`src/hw/rtl/clf_pkg.sv`:
```
`default_nettype none

package clf_pkg;

   localparam int CHAR_W    = 8;
   localparam int TIME_W    = 32;
   localparam int NUM_CHARS = 5;

   localparam logic [CHAR_W-1:0] CH_BACKSPACE = 8'h08;
   localparam logic [CHAR_W-1:0] CH_CR        = 8'h0d;
   localparam logic [CHAR_W-1:0] CH_LF        = 8'h0a;
   localparam logic [CHAR_W-1:0] CH_LOWER_A   = 8'h61;
   localparam logic [CHAR_W-1:0] CH_LOWER_Z   = 8'h7a;
   localparam logic [CHAR_W-1:0] CASE_OFFSET  = 8'h20;
   localparam logic [CHAR_W-1:0] CH_E         = 8'h45;
   localparam logic [CHAR_W-1:0] CH_ZERO      = 8'h30;
   localparam logic [CHAR_W-1:0] CH_TWO       = 8'h32;

   localparam logic [TIME_W-1:0] TIMEOUT_RESET = 32'd5000;

   typedef enum logic {
      KIND_LINE  = 1'b0,
      KIND_ERROR = 1'b1
   } frame_kind_type;

   typedef struct packed {
      logic [TIME_W-1:0] time_ms;
      logic [CHAR_W-1:0] rx_byte;
   } rx_item_type;

   typedef struct packed {
      frame_kind_type                     kind;
      logic [TIME_W-1:0]                  frame_time;
      logic [NUM_CHARS-1:0][CHAR_W-1:0]   chars;
   } frame_type;

endpackage

`default_nettype wire

```
`src/hw/rtl/clf_in_reg.sv`:
```
`default_nettype none

module clf_in_reg
   import clf_pkg::*;
(
   input  wire logic        clock,
   input  wire logic        reset,
   input  wire logic        in_valid,
   input  wire rx_item_type in_item,
   output logic             in_ready,
   input  wire logic        take,
   output logic             out_valid,
   output rx_item_type      out_item
);

   logic        valid_ff;
   logic        valid_in;
   rx_item_type item_ff;

   assign in_ready = !reset && (!valid_ff || take);
   assign valid_in = (in_valid && in_ready) || (valid_ff && !take);

   always_ff @(posedge clock) begin
      if (reset) begin
         valid_ff <= 1'b0;
      end else begin
         valid_ff <= valid_in;
      end
   end

   always_ff @(posedge clock) begin
      if (in_valid && in_ready) begin
         item_ff <= in_item;
      end
   end

   assign out_valid = valid_ff;
   assign out_item  = item_ff;

endmodule

`default_nettype wire

```
`src/hw/rtl/clf_framer.sv`:
```
`default_nettype none

module clf_framer
   import clf_pkg::*;
#(
   parameter int LINE_LENGTH = 5
)
(
   input  wire logic              clock,
   input  wire logic              reset,
   input  wire logic              csr_we,
   input  wire logic [TIME_W-1:0] csr_wdata,
   input  wire logic              item_valid,
   input  wire rx_item_type       item,
   output logic                   item_take,
   output logic                   out_valid,
   input  wire logic              out_ready,
   output frame_type              out_frame
);

   localparam int CNT_W = $clog2(LINE_LENGTH + 1);
   localparam logic [CNT_W-1:0] FULL = CNT_W'(LINE_LENGTH);

   logic [TIME_W-1:0] timeout_ff;
   logic [TIME_W-1:0] last_time_ff;
   logic [CNT_W-1:0]  fill_ff;
   logic [CNT_W-1:0]  fill_in;
   logic [CHAR_W-1:0] store_ff [LINE_LENGTH];
   logic              out_valid_ff;
   logic              out_valid_in;
   frame_type         frame_ff;
   frame_type         frame_in;

   logic [TIME_W-1:0] gap;
   logic [CNT_W-1:0]  fill_eff;
   logic [CHAR_W-1:0] char_up;
   logic              store_en;
   logic              emit;
   frame_kind_type    kind;
   logic [NUM_CHARS-1:0][CHAR_W-1:0] line_chars;

   assign item_take = item_valid && (!out_valid_ff || out_ready);

   assign gap      = item.time_ms - last_time_ff;
   assign fill_eff = (gap > timeout_ff) ? '0 : fill_ff;
   assign char_up  = (item.rx_byte >= CH_LOWER_A && item.rx_byte <= CH_LOWER_Z) ?
                     (item.rx_byte - CASE_OFFSET) : item.rx_byte;

   always_comb begin
      fill_in  = fill_ff;
      store_en = 1'b0;
      emit     = 1'b0;
      kind     = KIND_LINE;
      if (item_take) begin
         priority if (item.rx_byte == CH_BACKSPACE) begin
            fill_in = (fill_eff != '0) ? fill_eff - 1'b1 : '0;
         end else if (item.rx_byte == CH_CR || item.rx_byte == CH_LF) begin
            fill_in = '0;
            if (fill_eff == FULL) begin
               emit = 1'b1;
            end else if (fill_eff != '0) begin
               emit = 1'b1;
               kind = KIND_ERROR;
            end
         end else if (fill_eff < FULL) begin
            store_en = 1'b1;
            fill_in  = fill_eff + 1'b1;
         end else begin
            fill_in = '0;
            emit    = 1'b1;
            kind    = KIND_ERROR;
         end
      end
   end

   for (genvar k = 0; k < NUM_CHARS; k++) begin : g_chars
      if (k < LINE_LENGTH) begin : g_held
         assign line_chars[k] = store_ff[k];
      end else begin : g_pad
         assign line_chars[k] = '0;
      end
   end

   always_comb begin
      frame_in.kind       = kind;
      frame_in.frame_time = item.time_ms;
      if (kind == KIND_ERROR) begin
         frame_in.chars = {CH_TWO, CH_ZERO, CH_ZERO, CH_ZERO, CH_E};
      end else begin
         frame_in.chars = line_chars;
      end
   end

   assign out_valid_in = item_take ? emit : (out_valid_ff && !out_ready);

   always_ff @(posedge clock) begin
      if (reset) begin
         timeout_ff   <= TIMEOUT_RESET;
         last_time_ff <= '0;
         fill_ff      <= '0;
         out_valid_ff <= 1'b0;
      end else begin
         if (csr_we) begin
            timeout_ff <= csr_wdata;
         end
         if (item_take) begin
            last_time_ff <= item.time_ms;
         end
         fill_ff      <= fill_in;
         out_valid_ff <= out_valid_in;
      end
   end

   for (genvar k = 0; k < LINE_LENGTH; k++) begin : g_store
      always_ff @(posedge clock) begin
         if (store_en && fill_eff == CNT_W'(k)) begin
            store_ff[k] <= char_up;
         end
      end
   end

   always_ff @(posedge clock) begin
      if (item_take && emit) begin
         frame_ff <= frame_in;
      end
   end

   assign out_valid = out_valid_ff;
   assign out_frame = frame_ff;

endmodule

`default_nettype wire

```
`src/hw/rtl/fixed_length_command_line_framer.sv`:
```
// channel  dir  beat fields (low bit up)                         handshake
// req      in   tdata: rx_byte[7:0], time_ms[39:8]               tvalid/tready
// rsp      out  tdata: char_0..char_4[39:0], frame_time[71:40]   tvalid/tready
//               tuser: frame_kind (0 line, 1 error E0002)
// csr      in   csr_wdata: idle_timeout_ms, written when csr_we  none
//
// One byte per cycle sustained unless rsp stalls; frames pass the input and output registers.
// The input register feeds one pass of compare/store logic into the output register.
// Synchronous active-high reset clears fill count and last timestamp, sets timeout to 5000.
// A stalled rsp holds the byte in the input register; req_tready drops only then and in reset.
`default_nettype none

module fixed_length_command_line_framer
   import clf_pkg::*;
#(
   parameter int LINE_LENGTH = 5
)
(
   input  wire logic         clock,
   input  wire logic         reset,
   input  wire logic         req_tvalid,
   output logic              req_tready,
   input  wire logic [39:0]  req_tdata,   // rx_byte, time_ms
   output logic              rsp_tvalid,
   input  wire logic         rsp_tready,
   output logic [71:0]       rsp_tdata,   // char_0, char_1, char_2, char_3, char_4, frame_time
   output logic              rsp_tuser,   // frame_kind
   input  wire logic         csr_we,
   input  wire logic [31:0]  csr_wdata    // idle_timeout_ms
);

   rx_item_type req_item;
   rx_item_type held_item;
   logic        held_valid;
   logic        take;
   frame_type   frame;

   assign req_item = rx_item_type'(req_tdata);

   clf_in_reg u_in_reg (
      .clock     (clock),
      .reset     (reset),
      .in_valid  (req_tvalid),
      .in_item   (req_item),
      .in_ready  (req_tready),
      .take      (take),
      .out_valid (held_valid),
      .out_item  (held_item)
   );

   clf_framer #(
      .LINE_LENGTH (LINE_LENGTH)
   ) u_framer (
      .clock      (clock),
      .reset      (reset),
      .csr_we     (csr_we),
      .csr_wdata  (csr_wdata),
      .item_valid (held_valid),
      .item       (held_item),
      .item_take  (take),
      .out_valid  (rsp_tvalid),
      .out_ready  (rsp_tready),
      .out_frame  (frame)
   );

   assign rsp_tdata = {frame.frame_time, frame.chars};
   assign rsp_tuser = frame.kind;

endmodule

`default_nettype wire

```
`config.mk`:
```
export PLATFORM = sky130hd
export DESIGN_NAME = fixed_length_command_line_framer
export DESIGN_NICKNAME = d
export VERILOG_FILES = /design/src/hw/rtl/clf_pkg.sv /design/src/hw/rtl/clf_in_reg.sv /design/src/hw/rtl/clf_framer.sv /design/src/hw/rtl/fixed_length_command_line_framer.sv
export SDC_FILE = /design/constraint.sdc
export NUM_CORES = 1
export LEC_CHECK = 0
export ABC_AREA = 0
export BUFFER_PORTS_ARGS = -buffer_cell sky130_fd_sc_hd__buf_2
export CORE_MARGIN = 1
export CORE_UTILIZATION = 50
export DETAILED_ROUTE_END_ITERATION = 8
export PLACE_DENSITY = 0.8
export SLEW_MARGIN = 15
export SYNTH_ARGS = -nofsm -noshare
export SYNTH_HDL_FRONTEND = slang
export SYNTH_SLANG_ARGS = --single-unit
export TNS_END_PERCENT = 20
```
`constraint.sdc`:
```
create_clock -name clock -period 11.2 [get_ports clock]
set_clock_uncertainty 0.15 [all_clocks]
set_input_delay 1.68 -clock clock [delete_from_list [all_inputs] [get_ports clock]]
set_output_delay 1.68 -clock clock [all_outputs]
set_load 0.02 [all_outputs]
```
* After elaboration in Yosys (flattened, before gate mapping)
Memory sizes are Yosys's and may differ from the RTL's. A register that Yosys moved wholly into a read port is not among the register bits.
Index checks and enable logic that the tools add are counted.
** Operators by class
- $add $sub $neg :: 4
- Multiply operators :: 0
- Divide/modulo/power cells :: 0
- Magnitude comparators :: 4
- Equality and inequality tests :: 8
- Shift operators :: 0
- Mux-type cells :: 43
- Bitwise operators :: 0
- Reductions and logical operators :: 27
** Operators with widths (count)
- $mux 8 :: 5
- $gt 32x32->1 :: 1
- $reduce_or 8->1 :: 4
- $sub 32x32->32 :: 1
- $mux 1 :: 29
- $mux 3 :: 9
- $eq 8x4->1 const B :: 3
- $logic_and 1x1->1 :: 12
- $ge 8x7->1 const B :: 1
- $le 8x7->1 const B :: 1
- $sub 8x6->8 const B :: 1
- $eq 3x2->1 const B :: 2
- $eq 3x3->1 const B :: 2
- $logic_not 1->1 :: 5
- $logic_or 1x1->1 :: 4
- $add 3x1->3 const B :: 1
- $eq 3x1->1 const B :: 1
- $logic_not 3->1 :: 1
- $lt 3x3->1 const B :: 1
- $reduce_bool 3->1 :: 1
- $sub 3x1->3 const B :: 1
** Word-level totals
- Register bits after elaboration :: 142
- Latch bits :: 0
- Memory bits (writable) :: 40
- Bits in read-only memories :: 0
- Input port bits :: 77
- Output and inout bits :: 75
- Logic and storage cells :: 96
- Memories kept :: 1
** Memories
- u_framer.store_ff :: depth 5, bits a word 8, rd ports 5, clocked after Yosys merged registers in 5, write ports 1, line clf_framer.sv:28 : logic [CHAR_W-1:0] store_ff [LINE_LENGTH];

* Depth between registers and ports, before layout
- Depth after elaboration :: 16
- Mapped depth :: 27
- Mapped depth without buffers :: 27

* Hierarchy
Synthesis repeated with hierarchy kept, for this count alone.
** Second synthesis, totals
- Cell total of the unflattened synthesis :: 871
- Area, all modules :: 10090.9 um^2
** Modules (own cells, without submodules)
- clf_framer :: times used 1, cells an instance 826, area each 8829.7 um^2, seq. area each 4754.6 um^2
- clf_in_reg :: times used 1, cells an instance 45, area each 1261.2 um^2, seq. area each 1221.2 um^2

* Worst setup path before layout
OpenSTA, ideal clock, no wires.
- Kind :: reg2reg
- Start point :: register u_in_reg.item_ff, in the netlist u_in_reg.out_item[8]
- End point :: register, netlist name rsp_tdata[0]
- Library setup time :: 594 ps
- Arrival time :: 9404 ps
- Data required time :: 10456 ps
- Path slack :: 1052 ps
- Cell stages (with the launch flop) :: 26
- Path buffers :: 0
- Clock period less this slack :: 10148 ps
- Cell sequence :: edfxtp_1 > inv_1 > ha_1 > inv_1 > fa_1 > a21o_1 > a221oi_2 > nand3b_1 > a2111oi_4 > o21ai_2 > a31oi_2 > a311o_1 > ha_1 > nand4_1 > nor2_1 > a2bb2oi_1 > and4b_4 > nand4_1 > nand2_1 > and2_1 > inv_1 > ha_1 > ha_1 > nor2_1 > a21oi_1 > nor3_1
** On the way
- Word-level cells in the longest chain between the ends :: 10
- Elaborated cells on any way between the ends :: 17
- Those cells by class :: add/sub (1); order compare (2); eq/ne (1); mux (11); reduce/logical (2)
** Ends and longest elaborated chain
- start: declaration :: line clf_in_reg.sv:18 : rx_item_type item_ff;
- start signal: assignment :: line clf_in_reg.sv:33 : item_ff <= in_item;
- $sub 32x32->32 (*) :: line clf_framer.sv:44 : assign gap = item.time_ms - last_time_ff;
- $gt 32x32->1 (*) :: line clf_framer.sv:45 : assign fill_eff = (gap > timeout_ff) ? '0 : fill_ff;
- $mux 3 (*) :: line clf_framer.sv:45
- branches (longest 7 deep; another with $lt 3x3->1)
Mark *: on every way between the ends.
A chain may end at the register's enable or synchronous reset.

* Worst setup path in the final report
- Start point :: register u_in_reg.item_ff, in the netlist u_in_reg.out_item[8]
- End point :: register u_framer.frame_ff, in the netlist u_framer.out_frame[57] (enable)
** On the way
- Word-level cells in the longest chain between the ends :: 10
- Elaborated cells on any way between the ends :: 13
- Those cells by class :: add/sub (1); order compare (2); eq/ne (1); mux (7); reduce/logical (2)
** Ends and longest elaborated chain
- $sub 32x32->32 (*) :: line clf_framer.sv:44
- $gt 32x32->1 (*) :: line clf_framer.sv:45
- $mux 3 (*) :: line clf_framer.sv:45
- branches (longest 3 deep; another with $lt 3x3->1)
- $mux 1 (*) :: line clf_framer.sv:57 : end else if (item.rx_byte == CH_CR || item.rx_byte == CH_LF) begin
- $mux 1 (*) :: line clf_framer.sv:55 : priority if (item.rx_byte == CH_BACKSPACE) begin
- $mux 1 (*) :: line clf_framer.sv:54 : if (item_take) begin
- $logic_and 1x1->1 (*) :: line clf_framer.sv:123 : if (item_take && emit) begin
- end signal: assignment :: line clf_framer.sv:124 : frame_ff <= frame_in;
- end: declaration :: line clf_framer.sv:31 : frame_type frame_ff;
Marked as above.

==> results.ini <==
[outcome]
outcome = finished, final reports clean

[critical_path]
crit-reg2reg-launch = u_in_reg.out_item[8]
regToRegEndpoint = u_framer.out_frame[57]
worst_path_required_ps = 11180
worst-r2r-setup-slack_ps = 4880
arrival_time_of_data_at_the_critical_path_endpoint_ps = 6300
cp_slowest_cell = buf_4
worst_path_max_fanout = 52
ff2ff_path_depth = 26
cp-end-kind = flip-flop
worstSetupPathType = reg2reg
worst_path_largest_cell_delay_ps = 570
critical-path-top-cell-by-count = ha_1
timing.critical_path.from_type = flip-flop

[floorplan]
die_area_sq_um = 21200
initial_core_util = 0.510
core-area_sq_um = 20200
top_level_ports = 152
row_count = 52
dieWidth_um = 146
die_h_um = 146

[clocking]
cts_htree_levels = 1
holdBufCountCts = 0
clk_pin_slew_ps = 60
cts_tree = yes
post_cts_resized = 0
cts_root_buffer = clkbuf_16
clock_sinks = 222
cts_buffers = 24
clock_path_buffers = 3
cts_post_setup_buffers_inserted = 0
clock_insertion_delay_worst_skew_ps = 520

[min_path]
min_to = u_framer.last_time_ff[27]
timing.hold.worst_path_depth = 2
worstHoldStart = u_framer.last_time_ff[27]
holdCritPathClass = reg2reg

[power_and_ir_drop]
total_power_mw = 1.93
seq_power_share = 0.482
total_switching_power_mw = 0.500
p_int_mw = 1.43
power.combinational.fraction = 0.150
leakagePower_nw = 4.80
swShare = 0.260
cellPowerDensity_nw_per_um2 = 160
clockPowerShare = 0.368
ir_worst_vdd_uv = 95.7

[global_route]
grt_use_total = 0.200
first_global_vias = 6786
grt_most_used_layer = met2
grt_overflow = 0
use_met1 = 0.268
grt_antenna_before_repair = 0
grt_use_met3 = 0.0285
grt_first_pass_wirelength_um = 34000
global_route.usage.met2 = 0.335
grt_max_degree = 66

[sta]
worstMarginPinSlew_ps = 1120
setup_viol = 0
timing.final.crit_period_ps = 6320
max_freq_ghz = 0.158
final_layout_setup_total_negative_slack_ps = 0
finalCritPeriodShare = 0.564
slew_viol_final = 0
rsz0062_at_grt = no
slew-limit-headroom = 0.255
fin_worst_hold_slack_ps = 303
hold_viol = 0

[yosys]
synth.yosys.seq_area_share = 0.579
synth.cell_area_sq_um = 10300
synth-warning-count = 0
post_synth_edffs = 153
synthesized_instance_count = 897
async_reset_ff_frac = 0
synth_ff_type = edfxtp_1
synthesis.area_per_instance_sq_um = 11.5
synth_cell_type_count = 60
postSynthNetCount = 1047
yosys_register_bits = 222

[cells_and_area]
layout.cells.most_common_list = edfxtp_1, buf_2, nand2_1, inv_1, a21oi_1
final_layout_size_suffix_gt1_frac = 0.200
insertedDiodeCount = 0
layout_commonest_cell = edfxtp_1
layout-area-overhead-vs-synth_pct = 16.6
num-nets-final = 1197
fin_cells = 1335

[route]
vias = 6936
final_wirelength_um = 20800
drtPass1Iterations = 4
detail_route.wl_per_cell_um = 15.6
first_iter_violations = 419
antenna_violating_nets_post_route = 0
via_per_inst = 5.20
post-route-drc-count = 0

[job]
max-cap-violations = 0

[place]
port_buffers = 151
place.gp.congestion = 0.856
placed_cells = 1291
dp_hpwl_um = 14500

[how the worst max path moves through the flow]
stage,from,to,depth (start not counted)
4_1_cts,u_in_reg.out_item[8],u_framer.out_frame[57],26
2_1_floorplan,u_in_reg.out_item[8],rsp_tdata[0],25
3_5_place_dp,u_in_reg.out_item[8],u_framer.out_frame[57],26
6_report,u_in_reg.out_item[8],u_framer.out_frame[57],26
3_3_place_gp,u_in_reg.out_item[8],u_framer.out_frame[57],26
5_1_grt,u_in_reg.out_item[8],u_framer.out_frame[56],27
[power by group through the flow]
stage / clock network (mW) / registers (mW) / logic, mW
after detailed placement: 0 / 0.947 / 0.287
after floorplan: 0 / 0.941 / 0.216
after CTS: 0.725 / 0.930 / 0.290
after global placement: 0 / 0.946 / 0.283
after global routing: 0.751 / 0.933 / 0.329
final: 0.710 / 0.930 / 0.289
[metal layers]
layer,vias up,share of wire
li1,3492,-
met1,3256,0.47
met2,155,0.47
met3,33,0.039
met4,0,0.022
met5,-,0
[flip-flops by register name, indices dropped and copies added, names as in the netlist]
| signal | count |
|---|---|
| u_framer.fill_ff | 3 |
| u_framer.out_frame | 33 |
| u_framer.last_time_ff | 32 |
| u_in_reg.out_item | 40 |
| rsp_tdata | 40 |
| u_framer.store_ff | 40 |
| u_framer.timeout_ff | 32 |
| u_framer.out_valid | 1 |
| u_in_reg.out_valid | 1 |
[per-stage QoR]
step           setup slack, ps  utilization  instance area, sq um
2_1_floorplan             1050            -                 10300
3_3_place_gp              5150        0.559                 11300
3_5_place_dp              4910        0.559                 11300
4_1_cts                   4860        0.594                 12000
5_1_grt                   4420        0.594                 12000
6_report                  4880        0.594                 12000
[cell usage after synthesis (5+ instances only)]
master / number / share of area
edfxtp_1: 153 / 0.45
nand2_1: 104 / 0.038
inv_1: 81 / 0.029
a21oi_1: 78 / 0.038
ha_1: 72 / 0.087
dfxtp_1: 69 / 0.13
nor2_1: 62 / 0.023
a21boi_1: 29 / 0.021
mux2i_1: 28 / 0.027
clkbuf_1: 26 / 0.0095
xnor2_1: 24 / 0.020
a21o_1: 23 / 0.017
o21ai_0: 16 / 0.0078
nand4_1: 12 / 0.0073
and2_1: 9 / 0.0055
nand3_1: 8 / 0.0039
o211ai_1: 8 / 0.0058
o21ai_1: 7 / 0.0034
a31oi_1: 6 / 0.0036
nand2b_1: 6 / 0.0036
nor3_1: 6 / 0.0029
xor2_1: 5 / 0.0042
[worst max-delay path: cells and delay by family, from the launching register on]
family	cells	cell delay (ps)
and+or+nand+nor	9	1610
AOI/OAI and AO/OA	8	1580
buffers and inverters	4	780
DFF	1	410
adders and majority gates	5	1340
[cells by family after synthesis]
logic type               Yosys count  synth area share
adder cells (fa/ha/maj)           73            0.0893
buffers and inverters            114            0.0444
XOR/XNOR                          29            0.0246
flip-flops                       222             0.579
AND/OR/NAND/NOR                  225            0.0972
AO/OA/AOI/OAI                    204             0.134
multiplexers                      30            0.0308
[final cells by class]
class	instances	area, sq um
Fill cell	1655	8210
Sequential cell	222	5980
Multi-Input combinational cell	561	3890
Timing Repair Buffer	157	801
Clock buffer	29	619
Tap cell	270	338
Inverter	81	304
Clock inverter	15	96.3
Note: power is estimated with default switching activity, not from simulation.
